`config.mk`:
```
export PLATFORM = sky130hd
export DESIGN_NAME = doorbell_pulse_code_transmitter_top
export DESIGN_NICKNAME = d
export VERILOG_FILES = /design/src/rtl/dpct_pkg.sv /design/src/rtl/dpct_in_stage.sv /design/src/rtl/dpct_core.sv /design/src/rtl/doorbell_pulse_code_transmitter_top.sv
export VERILOG_INCLUDE_DIRS = /design/src /design/src/rtl
export SDC_FILE = /design/constraint.sdc
export NUM_CORES = 1
export LEC_CHECK = 0
export BUFFER_PORTS_ARGS = -buffer_cell sky130_fd_sc_hd__buf_2
export CELL_PAD_IN_SITES_DETAIL_PLACEMENT = 1
export CELL_PAD_IN_SITES_GLOBAL_PLACEMENT = 1
export CORE_MARGIN = 2
export CORE_UTILIZATION = 40
export CTS_BUF_LIST = sky130_fd_sc_hd__clkbuf_8
export CTS_CLUSTER_DIAMETER = 100
export CTS_CLUSTER_SIZE = 28
export DETAILED_ROUTE_END_ITERATION = 8
export PLACE_DENSITY = 0.75
export SLEW_MARGIN = 15
export SYNTH_ARGS = -nofsm -noshare
export SYNTH_HDL_FRONTEND = slang
export SYNTH_SLANG_ARGS = --single-unit
```
`constraint.sdc`:
```
create_clock -name clk -period 19 [get_ports clk]
set_clock_uncertainty 0.05 [all_clocks]
set_input_delay 1.9 -clock clk [delete_from_list [all_inputs] [get_ports clk]]
set_output_delay 1.9 -clock clk [all_outputs]
set_load 0.03 [all_outputs]
```
`src/rtl/assert_macros.svh`:
```
// Assertion macros used by the RTL of the pulse code transmitter
`ifndef ASSERT_MACROS_SVH
`define ASSERT_MACROS_SVH

// Plain property, checked out of reset
`define DPCT_ASSERT(lbl, prop, msg) \
  lbl: assert property (@(posedge clk) disable iff (!rst_n) (prop)) else $error(msg);

// Same-cycle implication, checked out of reset
`define DPCT_ASSERT_IMPL(lbl, ante, cons, msg) \
  lbl: assert property (@(posedge clk) disable iff (!rst_n) (ante) |-> (cons)) else $error(msg);

// Next-cycle implication, checked out of reset
`define DPCT_ASSERT_NEXT(lbl, ante, cons, msg) \
  lbl: assert property (@(posedge clk) disable iff (!rst_n) (ante) |=> (cons)) else $error(msg);

`endif

```
`src/rtl/dpct_pkg.sv`:
```
// Types, constants and code tables of the doorbell pulse code transmitter
package dpct_pkg;

  localparam int unsigned SLOT_W   = 10;
  localparam int unsigned REPEAT_W = 7;
  localparam int unsigned GAP_W    = 6;
  localparam int unsigned TICK_W   = 16;
  localparam int unsigned CFG_W    = 10;
  localparam int unsigned CH_W     = 5;
  localparam int unsigned SND_W    = 3;

  localparam logic [SLOT_W-1:0]   SLOT_RST   = 10'd200;
  localparam logic [REPEAT_W-1:0] REPEAT_RST = 7'd100;
  localparam logic [GAP_W-1:0]    GAP_RST    = 6'd30;

  // Last code bit index and trailer position
  localparam logic [3:0] LAST_BIT = 4'd11;
  localparam logic [3:0] TRAILER  = 4'd12;

  typedef enum logic [1:0] {
    CFG_SLOT_TICKS   = 2'd0,
    CFG_REPEAT_COUNT = 2'd1,
    CFG_GAP_SLOTS    = 2'd2
  } cfg_idx_t;

  typedef enum logic [1:0] {
    PH_HIGH = 2'd0,
    PH_LOW  = 2'd1,
    PH_BIT  = 2'd2
  } phase_t;

  typedef struct packed {
    logic            req_type;
    logic [CH_W-1:0]  channel;
    logic [SND_W-1:0] sound;
  } item_t;

  typedef struct packed {
    logic  vld;
    item_t item;
  } in_slot_t;

  function automatic logic [3:0] chan_code(input logic [3:0] idx);
    logic [3:0] c;
    case (idx)
      4'd0:    c = 4'hF;
      4'd1:    c = 4'h3;
      4'd2:    c = 4'hB;
      4'd3:    c = 4'h0;
      4'd4:    c = 4'h8;
      4'd5:    c = 4'h4;
      4'd6:    c = 4'hC;
      4'd7:    c = 4'h5;
      4'd8:    c = 4'hD;
      4'd9:    c = 4'h1;
      4'd10:   c = 4'h9;
      4'd11:   c = 4'h2;
      4'd12:   c = 4'hA;
      4'd13:   c = 4'h6;
      4'd14:   c = 4'hE;
      default: c = 4'h7;
    endcase
    return c;
  endfunction

  function automatic logic [7:0] sound_code(input logic [SND_W-1:0] snd);
    logic [7:0] c;
    case (snd)
      3'd1:    c = 8'hF7;
      3'd2:    c = 8'hFB;
      default: c = 8'hFD;
    endcase
    return c;
  endfunction

endpackage

```
`src/rtl/dpct_in_stage.sv`:
```
// Input register stage of the pulse code transmitter
module dpct_in_stage (
  input  logic              clk,
  input  logic              rst_n,
  input  logic              in_valid,
  output logic              in_ready,
  input  dpct_pkg::item_t   in_item,
  input  logic              take,
  output dpct_pkg::in_slot_t slot
);

  logic            vld_r;
  logic            vld_nxt;
  dpct_pkg::item_t item_r;

  assign in_ready = !vld_r || take;
  assign vld_nxt  = (in_valid && in_ready) ? 1'b1 : (take ? 1'b0 : vld_r);

  always_ff @(posedge clk) begin
    if (!rst_n) begin
      vld_r <= 1'b0;
    end else begin
      vld_r <= vld_nxt;
    end
  end

  always_ff @(posedge clk) begin
    if (in_valid && in_ready) begin
      item_r <= in_item;
    end
  end

  assign slot.vld  = vld_r;
  assign slot.item = item_r;

endmodule

```
`src/rtl/dpct_core.sv`:
```
// Frame sequencer, configuration registers and result register
`include "assert_macros.svh"

module dpct_core (
  input  logic                            clk,
  input  logic                            rst_n,
  input  dpct_pkg::in_slot_t              slot,
  output logic                            take,
  input  logic                            cfg_valid,
  output logic                            cfg_ready,
  input  logic [1:0]                      cfg_index,
  input  logic [dpct_pkg::CFG_W-1:0]      cfg_wdata,
  output logic                            out_valid,
  input  logic                            out_ready,
  output logic                            out_line_level,
  output logic                            out_busy_res,
  output logic                            out_rejected,
  output logic                            out_finished
);

  // configuration
  logic [dpct_pkg::SLOT_W-1:0]   slot_ticks_r;
  logic [dpct_pkg::REPEAT_W-1:0] repeat_count_r;
  logic [dpct_pkg::GAP_W-1:0]    gap_slots_r;

  // sequencer state
  logic                            active_r, active_nxt;
  logic [3:0]                      chan_code_r, chan_code_nxt;
  logic [7:0]                      snd_code_r, snd_code_nxt;
  logic [3:0]                      bit_pos_r, bit_pos_nxt;
  dpct_pkg::phase_t                phase_r, phase_nxt;
  logic [dpct_pkg::TICK_W-1:0]     tick_r, tick_nxt;
  logic [dpct_pkg::REPEAT_W-1:0]   frames_r, frames_nxt;

  // result register
  logic out_valid_r, out_valid_nxt;
  logic level_r, busy_r, rej_r, fin_r;

  logic                          level, busy, rej, fin;
  logic                          start_ok, is_start, end_fr;
  logic [dpct_pkg::SLOT_W-1:0]   slen;
  logic [dpct_pkg::TICK_W-1:0]   gap_len;
  logic [dpct_pkg::TICK_W:0]     t_inc;
  logic [11:0]                   code_word;
  logic [3:0]                    code_idx;
  logic                          cur_lvl;
  logic                          in_gap;
  dpct_pkg::item_t               it;

  assign it        = slot.item;
  assign take      = slot.vld && (!out_valid_r || out_ready);
  assign cfg_ready = 1'b1;

  always_ff @(posedge clk) begin
    if (!rst_n) begin
      slot_ticks_r   <= dpct_pkg::SLOT_RST;
      repeat_count_r <= dpct_pkg::REPEAT_RST;
      gap_slots_r    <= dpct_pkg::GAP_RST;
    end else if (cfg_valid) begin
      case (dpct_pkg::cfg_idx_t'(cfg_index))
        dpct_pkg::CFG_SLOT_TICKS:   slot_ticks_r   <= cfg_wdata;
        dpct_pkg::CFG_REPEAT_COUNT: repeat_count_r <= cfg_wdata[dpct_pkg::REPEAT_W-1:0];
        dpct_pkg::CFG_GAP_SLOTS:    gap_slots_r    <= cfg_wdata[dpct_pkg::GAP_W-1:0];
        default: ;
      endcase
    end
  end

  assign slen    = (slot_ticks_r == '0) ? dpct_pkg::SLOT_W'(1) : slot_ticks_r;
  assign gap_len = dpct_pkg::TICK_W'(gap_slots_r) * dpct_pkg::TICK_W'(slen);
  assign t_inc   = {1'b0, tick_r} + (dpct_pkg::TICK_W+1)'(1);

  // Level of the current position with the stored state
  assign code_word = {chan_code_r, snd_code_r};
  assign code_idx  = dpct_pkg::LAST_BIT - bit_pos_r;
  always_comb begin
    if (!active_r) begin
      cur_lvl = 1'b0;
    end else begin
      case (phase_r)
        dpct_pkg::PH_HIGH: cur_lvl = 1'b1;
        dpct_pkg::PH_LOW:  cur_lvl = 1'b0;
        default:           cur_lvl = (bit_pos_r >= dpct_pkg::TRAILER) ? 1'b0
                                                                     : code_word[code_idx];
      endcase
    end
  end

  assign is_start = it.req_type;
  assign start_ok = is_start && !active_r && (it.channel != '0) &&
                    (it.channel <= dpct_pkg::CH_W'(16)) &&
                    (it.sound != '0) && (it.sound <= dpct_pkg::SND_W'(3));
  assign in_gap   = (bit_pos_r >= dpct_pkg::TRAILER) && (phase_r != dpct_pkg::PH_HIGH);

  always_comb begin
    active_nxt    = active_r;
    chan_code_nxt = chan_code_r;
    snd_code_nxt  = snd_code_r;
    bit_pos_nxt   = bit_pos_r;
    phase_nxt     = phase_r;
    tick_nxt      = tick_r;
    frames_nxt    = frames_r;
    end_fr        = 1'b0;
    rej           = 1'b0;
    fin           = 1'b0;
    level         = cur_lvl;
    busy          = active_r;
    if (is_start) begin
      if (start_ok) begin
        chan_code_nxt = dpct_pkg::chan_code(4'(it.channel - dpct_pkg::CH_W'(1)));
        snd_code_nxt  = dpct_pkg::sound_code(it.sound);
        bit_pos_nxt   = '0;
        phase_nxt     = dpct_pkg::PH_HIGH;
        tick_nxt      = '0;
        frames_nxt    = (repeat_count_r == '0) ? dpct_pkg::REPEAT_W'(1) : repeat_count_r;
        active_nxt    = 1'b1;
        level         = 1'b1;
        busy          = 1'b1;
      end else begin
        rej = 1'b1;
      end
    end else if (active_r) begin
      if (in_gap) begin
        if (t_inc >= {1'b0, gap_len}) begin
          end_fr = 1'b1;
        end else begin
          tick_nxt = t_inc[dpct_pkg::TICK_W-1:0];
        end
      end else if (t_inc >= (dpct_pkg::TICK_W+1)'(slen)) begin
        tick_nxt = '0;
        if (bit_pos_r >= dpct_pkg::TRAILER) begin
          if (gap_slots_r == '0) begin
            end_fr = 1'b1;
          end else begin
            phase_nxt = dpct_pkg::PH_LOW;
          end
        end else if (phase_r == dpct_pkg::PH_BIT) begin
          phase_nxt   = dpct_pkg::PH_HIGH;
          bit_pos_nxt = bit_pos_r + 4'd1;
        end else begin
          phase_nxt = (phase_r == dpct_pkg::PH_HIGH) ? dpct_pkg::PH_LOW : dpct_pkg::PH_BIT;
        end
      end else begin
        tick_nxt = t_inc[dpct_pkg::TICK_W-1:0];
      end
      // wrap to the next frame, or stop after the last one
      if (end_fr) begin
        bit_pos_nxt = '0;
        phase_nxt   = dpct_pkg::PH_HIGH;
        tick_nxt    = '0;
        if (frames_r <= dpct_pkg::REPEAT_W'(1)) begin
          frames_nxt = '0;
          active_nxt = 1'b0;
          fin        = 1'b1;
        end else begin
          frames_nxt = frames_r - dpct_pkg::REPEAT_W'(1);
        end
      end
    end
  end

  assign out_valid_nxt = take ? 1'b1 : ((out_valid_r && out_ready) ? 1'b0 : out_valid_r);

  always_ff @(posedge clk) begin
    if (!rst_n) begin
      active_r    <= 1'b0;
      chan_code_r <= '0;
      snd_code_r  <= '0;
      bit_pos_r   <= '0;
      phase_r     <= dpct_pkg::PH_HIGH;
      tick_r      <= '0;
      frames_r    <= '0;
      out_valid_r <= 1'b0;
    end else begin
      out_valid_r <= out_valid_nxt;
      if (take) begin
        active_r    <= active_nxt;
        chan_code_r <= chan_code_nxt;
        snd_code_r  <= snd_code_nxt;
        bit_pos_r   <= bit_pos_nxt;
        phase_r     <= phase_nxt;
        tick_r      <= tick_nxt;
        frames_r    <= frames_nxt;
      end
    end
  end

  always_ff @(posedge clk) begin
    if (take) begin
      level_r <= level;
      busy_r  <= busy;
      rej_r   <= rej;
      fin_r   <= fin;
    end
  end

  assign out_valid      = out_valid_r;
  assign out_line_level = level_r;
  assign out_busy_res   = busy_r;
  assign out_rejected   = rej_r;
  assign out_finished   = fin_r;

  `DPCT_ASSERT_IMPL(a_fin_busy, out_valid_r && fin_r, busy_r && !rej_r,
                    "finishing transaction must report busy and not rejected")
  `DPCT_ASSERT(a_pos_range, bit_pos_r <= dpct_pkg::TRAILER,
               "bit position beyond trailer")
  `DPCT_ASSERT_IMPL(a_idle_frames, !active_r, frames_r == '0,
                    "frame count left over while idle")
  `DPCT_ASSERT_NEXT(a_fin_stops, take && fin, !active_r,
                    "sequencer still active after last frame")

endmodule

```
`src/rtl/doorbell_pulse_code_transmitter_top.sv`:
```
// Top level of the doorbell pulse code transmitter
//
//  channel | handshake             | payload
//  --------+-----------------------+----------------------------------------------
//  in      | in_valid / in_ready   | in_req_type, in_channel, in_sound
//  out     | out_valid / out_ready | out_line_level, out_busy_res, out_rejected,
//          |                       | out_finished
//  cfg     | cfg_valid / cfg_ready | cfg_index, cfg_wdata
//
// One transaction per cycle while the result side does not stall: each one is held in the
// input register while the frame sequencer works it into the result register at the ports.
// The sequencer updates its state in the cycle a transaction passes it.
// Reset (rst_n low, synchronous) stops any transmission and loads the register defaults.
// A stalled result holds the result register; the input register still takes one more
// transaction, and in_ready drops only when both are full.
module doorbell_pulse_code_transmitter_top (
  input  logic                       clk,
  input  logic                       rst_n,
  input  logic                       in_valid,
  output logic                       in_ready,
  input  logic                       in_req_type,
  input  logic [dpct_pkg::CH_W-1:0]  in_channel,
  input  logic [dpct_pkg::SND_W-1:0] in_sound,
  output logic                       out_valid,
  input  logic                       out_ready,
  output logic                       out_line_level,
  output logic                       out_busy_res,
  output logic                       out_rejected,
  output logic                       out_finished,
  input  logic                       cfg_valid,
  output logic                       cfg_ready,
  input  logic [1:0]                 cfg_index,
  input  logic [dpct_pkg::CFG_W-1:0] cfg_wdata
);

  dpct_pkg::item_t    in_item;
  dpct_pkg::in_slot_t slot;
  logic               take;

  assign in_item.req_type = in_req_type;
  assign in_item.channel  = in_channel;
  assign in_item.sound    = in_sound;

  dpct_in_stage u_in (
    .clk      (clk),
    .rst_n    (rst_n),
    .in_valid (in_valid),
    .in_ready (in_ready),
    .in_item  (in_item),
    .take     (take),
    .slot     (slot)
  );

  dpct_core u_core (
    .clk            (clk),
    .rst_n          (rst_n),
    .slot           (slot),
    .take           (take),
    .cfg_valid      (cfg_valid),
    .cfg_ready      (cfg_ready),
    .cfg_index      (cfg_index),
    .cfg_wdata      (cfg_wdata),
    .out_valid      (out_valid),
    .out_ready      (out_ready),
    .out_line_level (out_line_level),
    .out_busy_res   (out_busy_res),
    .out_rejected   (out_rejected),
    .out_finished   (out_finished)
  );

endmodule

```
==> impl_metrics.tcl <==
set metrics [dict create \
    ioPinCount 33 \
    place_area_um2 6510 \
    via_count 5156 \
    layout.filler_cells 1836 \
    postCtsSetupRepairBufs 0 \
    ys.warnings.count 0 \
    relSlewSlack_pct 26.3 \
    worst_hold_path_type "reg -> reg" \
    nNetsFinal 865 \
    worst_path_max_delay_cell "a21oi_1" \
    path_class "reg -> reg" \
    setup_violations 0 \
    global_placer_s_final_weighted_congestion 0.828 \
    synth_seq_area_share_pct 26.5 \
    cp_max_fo 14 \
    rsz0062_at_grt "no" \
    clkSlewWorstSetupHoldPaths_ns 0.09 \
    grt_pass1_wl_um 27400 \
    final_layout_size_suffix_gt1_share_pct 8.51 \
    most-common-layout-cells "nand2_1, inv_1, dfxtp_1" \
    placement.io_buffers 31 \
    timing.critical_path.to_type "register" \
    cp.depth 25 \
    synth.cell_area_um2 6240 \
    drt_first_pass_iters 4 \
    floorplan.rows 45 \
    cts_tree "yes" \
    cp.buffers_inverters 1 \
    clock.fmax_ghz 0.135 \
    avgSynthCellArea_um2 8.48 \
    synth_seq_cells 76 \
    path_delay_family "compound AO/OA/AOI/OAI gates" \
    finalCriticalPeriod_ns 7.38 \
    total_power_w 0.000425 \
    globalRouteMet2Util_pct 38.1 \
    vdd.ir_drop.worst_mv 0.0480 \
    ant_nets 0 \
    worst_reg2reg_path_depth 25 \
    grt_met1_use_pct 25.6 \
    tritoncts_buffer_count 9 \
    cap_violations 0 \
    total_routed_wirelength_um 16300 \
    die_width_um 129 \
    drt-wirelength-per-cell_um 17.3 \
    drt_iter0_drc 193 \
    postSynth.topFlopCell "dfxtp_1" \
    slowest_delay_ns 0.87 \
    cts_num_sinks 76 \
    leakagePower_nw 2.93 \
    design.die.area_um2 16600 \
    dp.final_hpwl_um 12500 \
    final_min_period_over_clock_period_pct 38.9 \
    drv_slew 0 \
    n_antenna_cell 0 \
    syn_nets 854 \
    antenna_found_initial 0 \
    cp.required_ns 19.23 \
    result_of_the_run "completed" \
    cts.path.max_buffers 2 \
    cts.hold.buffers_added 0 \
    layout_commonest_cell "nand2_1" \
    core_region_area_um2 15200 \
    grt_max_degree 45 \
    whs_path_depth 2 \
    die_height_um 129 \
    initial_core_util_pct 41.1 \
    grt_overflow_total 0 \
    clkLatencyLatePin_ns 0.38 \
    worst_slew_pin_slew_ns 1.11 \
    finalHoldWorstSlack_ns 0.424 \
    grt_use_met3_pct 2.66 \
    grt-busiest-layer "met2" \
    synthArstFlopShare_pct 0 \
    routed_via_density 5.49 \
    syn-instance-count 736 \
    ctsRootBufferMaster "clkbuf_8" \
    post_detailed_route_drc_marker_count 0 \
    hold_viol 0 \
    number_of_global_route_vias_before_repair 5620 \
    h-tree-depth 3 \
    synth_edf_count 13 \
    post_synth_num_cell_types 66 \
    stdcell_area_um2 6710 \
    worstSetupStartpointType "register" \
    post_cts_resize_count 0 \
    cp_data_arrival_time_ns 7.62 \
    groute.usage.overall_pct 20.8 \
    worst_path_most_repeated_cell "fa_1" \
    layout-area-overhead-vs-synth_pct 7.52 \
    sum_neg_setup_slack_ns 0 \
    p_per_area_nw_per_um2 63.3 \
]
-- worst min-delay path: cells and delay by family (launching register included) --
kind	cells	cell delay (ns)
compound gates	1	0.06
flops	1	0.32
simple gates	1	0.05
-- per-layer routing --
metal | wire length (um) | share of wire, % | vias up
met1 | 7440 | 46 | 2551
li1 | - | - | 2531
met3 | 336 | 2.1 | 18
met5 | 0 | 0 | -
met4 | 238 | 1.5 | 0
met2 | 8280 | 51 | 56
-- synth_stat cells (2+ instances only) --
master | number | area share [%]
nand3b_1 | 2 | 0.24
nor2b_1 | 8 | 0.80
nor3b_1 | 3 | 0.36
buf_4 | 2 | 0.24
ha_1 | 59 | 12
nand3_1 | 25 | 2.0
fa_1 | 33 | 11
xor2_1 | 7 | 0.98
o22ai_1 | 2 | 0.20
and3_1 | 2 | 0.20
and2_1 | 56 | 5.6
edfxtp_1 | 13 | 6.3
a41oi_1 | 2 | 0.28
and4_1 | 2 | 0.28
nand4_1 | 3 | 0.30
dfxtp_1 | 63 | 20
xnor2_1 | 26 | 3.6
o21bai_1 | 2 | 0.24
o21a_1 | 4 | 0.48
nor4_1 | 11 | 1.1
nand2b_1 | 11 | 1.1
nor4b_1 | 2 | 0.28
or2_2 | 3 | 0.30
o211ai_1 | 11 | 1.3
o21ai_0 | 27 | 2.2
mux2i_1 | 14 | 2.2
a211oi_1 | 12 | 1.4
nor2_1 | 41 | 2.5
inv_1 | 69 | 4.1
clkbuf_1 | 28 | 1.7
buf_2 | 3 | 0.24
a21o_1 | 5 | 0.60
nand2_1 | 85 | 5.1
a21oi_1 | 50 | 4.0
nor3_1 | 12 | 0.96
or3_1 | 2 | 0.20
o31ai_1 | 5 | 0.60
a221oi_1 | 3 | 0.42
-- through the flow --
stage / cells / setup WS, ns / utilization, %
global placement: 924 / 12.04 / 42.8
detailed placement: 924 / 11.71 / 42.8
floorplan: 736 / 12.76 / -
CTS: 940 / 11.65 / 44.1
finish: 940 / 11.62 / 44.1
global route: 940 / 10.95 / 44.1
-- path summary, 6_finish.rpt --
| path | start | end | slack, ns |
|---|---|---|---|
| worst max register to register | u_core.slot_ticks_r[6]$_SDFFE_PN1P_ | u_core.frames_r[6]$_SDFFE_PN0P_ | 11.62 |
| worst max-delay path | u_core.slot_ticks_r[6]$_SDFFE_PN1P_ | u_core.frames_r[6]$_SDFFE_PN0P_ | 11.62 |
| worst min-delay path | u_core.chan_code_r[3]$_SDFFE_PN0P_ | u_core.chan_code_r[3]$_SDFFE_PN0P_ | 0.42 |
| worst min register to register | u_core.chan_code_r[3]$_SDFFE_PN0P_ | u_core.chan_code_r[3]$_SDFFE_PN0P_ | 0.42 |
-- flip-flops by register name (all words and copies together), names as in the netlist --
signal,count
u_core.frames_r,7
u_core.tick_r,16
u_core.active_r,1
u_core.out_line_level,1
u_core.out_busy_res,1
u_in.vld_r,1
u_core.phase_r,2
u_core.slot_ticks_r,10
u_core.chan_code_r,4
u_core.out_valid,1
u_core.out_rejected,1
u_core.out_finished,1
u_core.repeat_count_r,7
u_core.bit_pos_r,4
u_in.slot,9
u_core.gap_slots_r,6
u_core.snd_code_r,4
-- kinds of logic after synthesis --
group / count (synthesis) / synth area share, %
AOI/OAI and AO/OA: 136 / 14.0
xor gates and xnor gates: 33 / 4.63
adders and majority gates: 92 / 22.4
buffers and inverters: 105 / 6.61
DFF: 76 / 26.5
muxes: 15 / 2.61
other: 1 / 0.0601
and+or+nand+nor: 278 / 23.2
-- area by class of cell --
type	count	area, um2	share of cell area, %
Tap cell	188	235	3.50
Timing Repair Buffer	35	185	2.76
Clock buffer	9	124	1.85
Clock inverter	7	75.1	1.12
Sequential cell	76	1650	24.6
Inverter	70	263	3.91
Multi-Input combinational cell	555	4180	62.2
-- power by group --
group          total (W)  internal (W)  switching, W
clock network   0.000131     0.0000615     0.0000691
logic           0.000121     0.0000504     0.0000703
registers       0.000174      0.000168    0.00000576
Note: power is estimated with default switching activity, not from simulation.
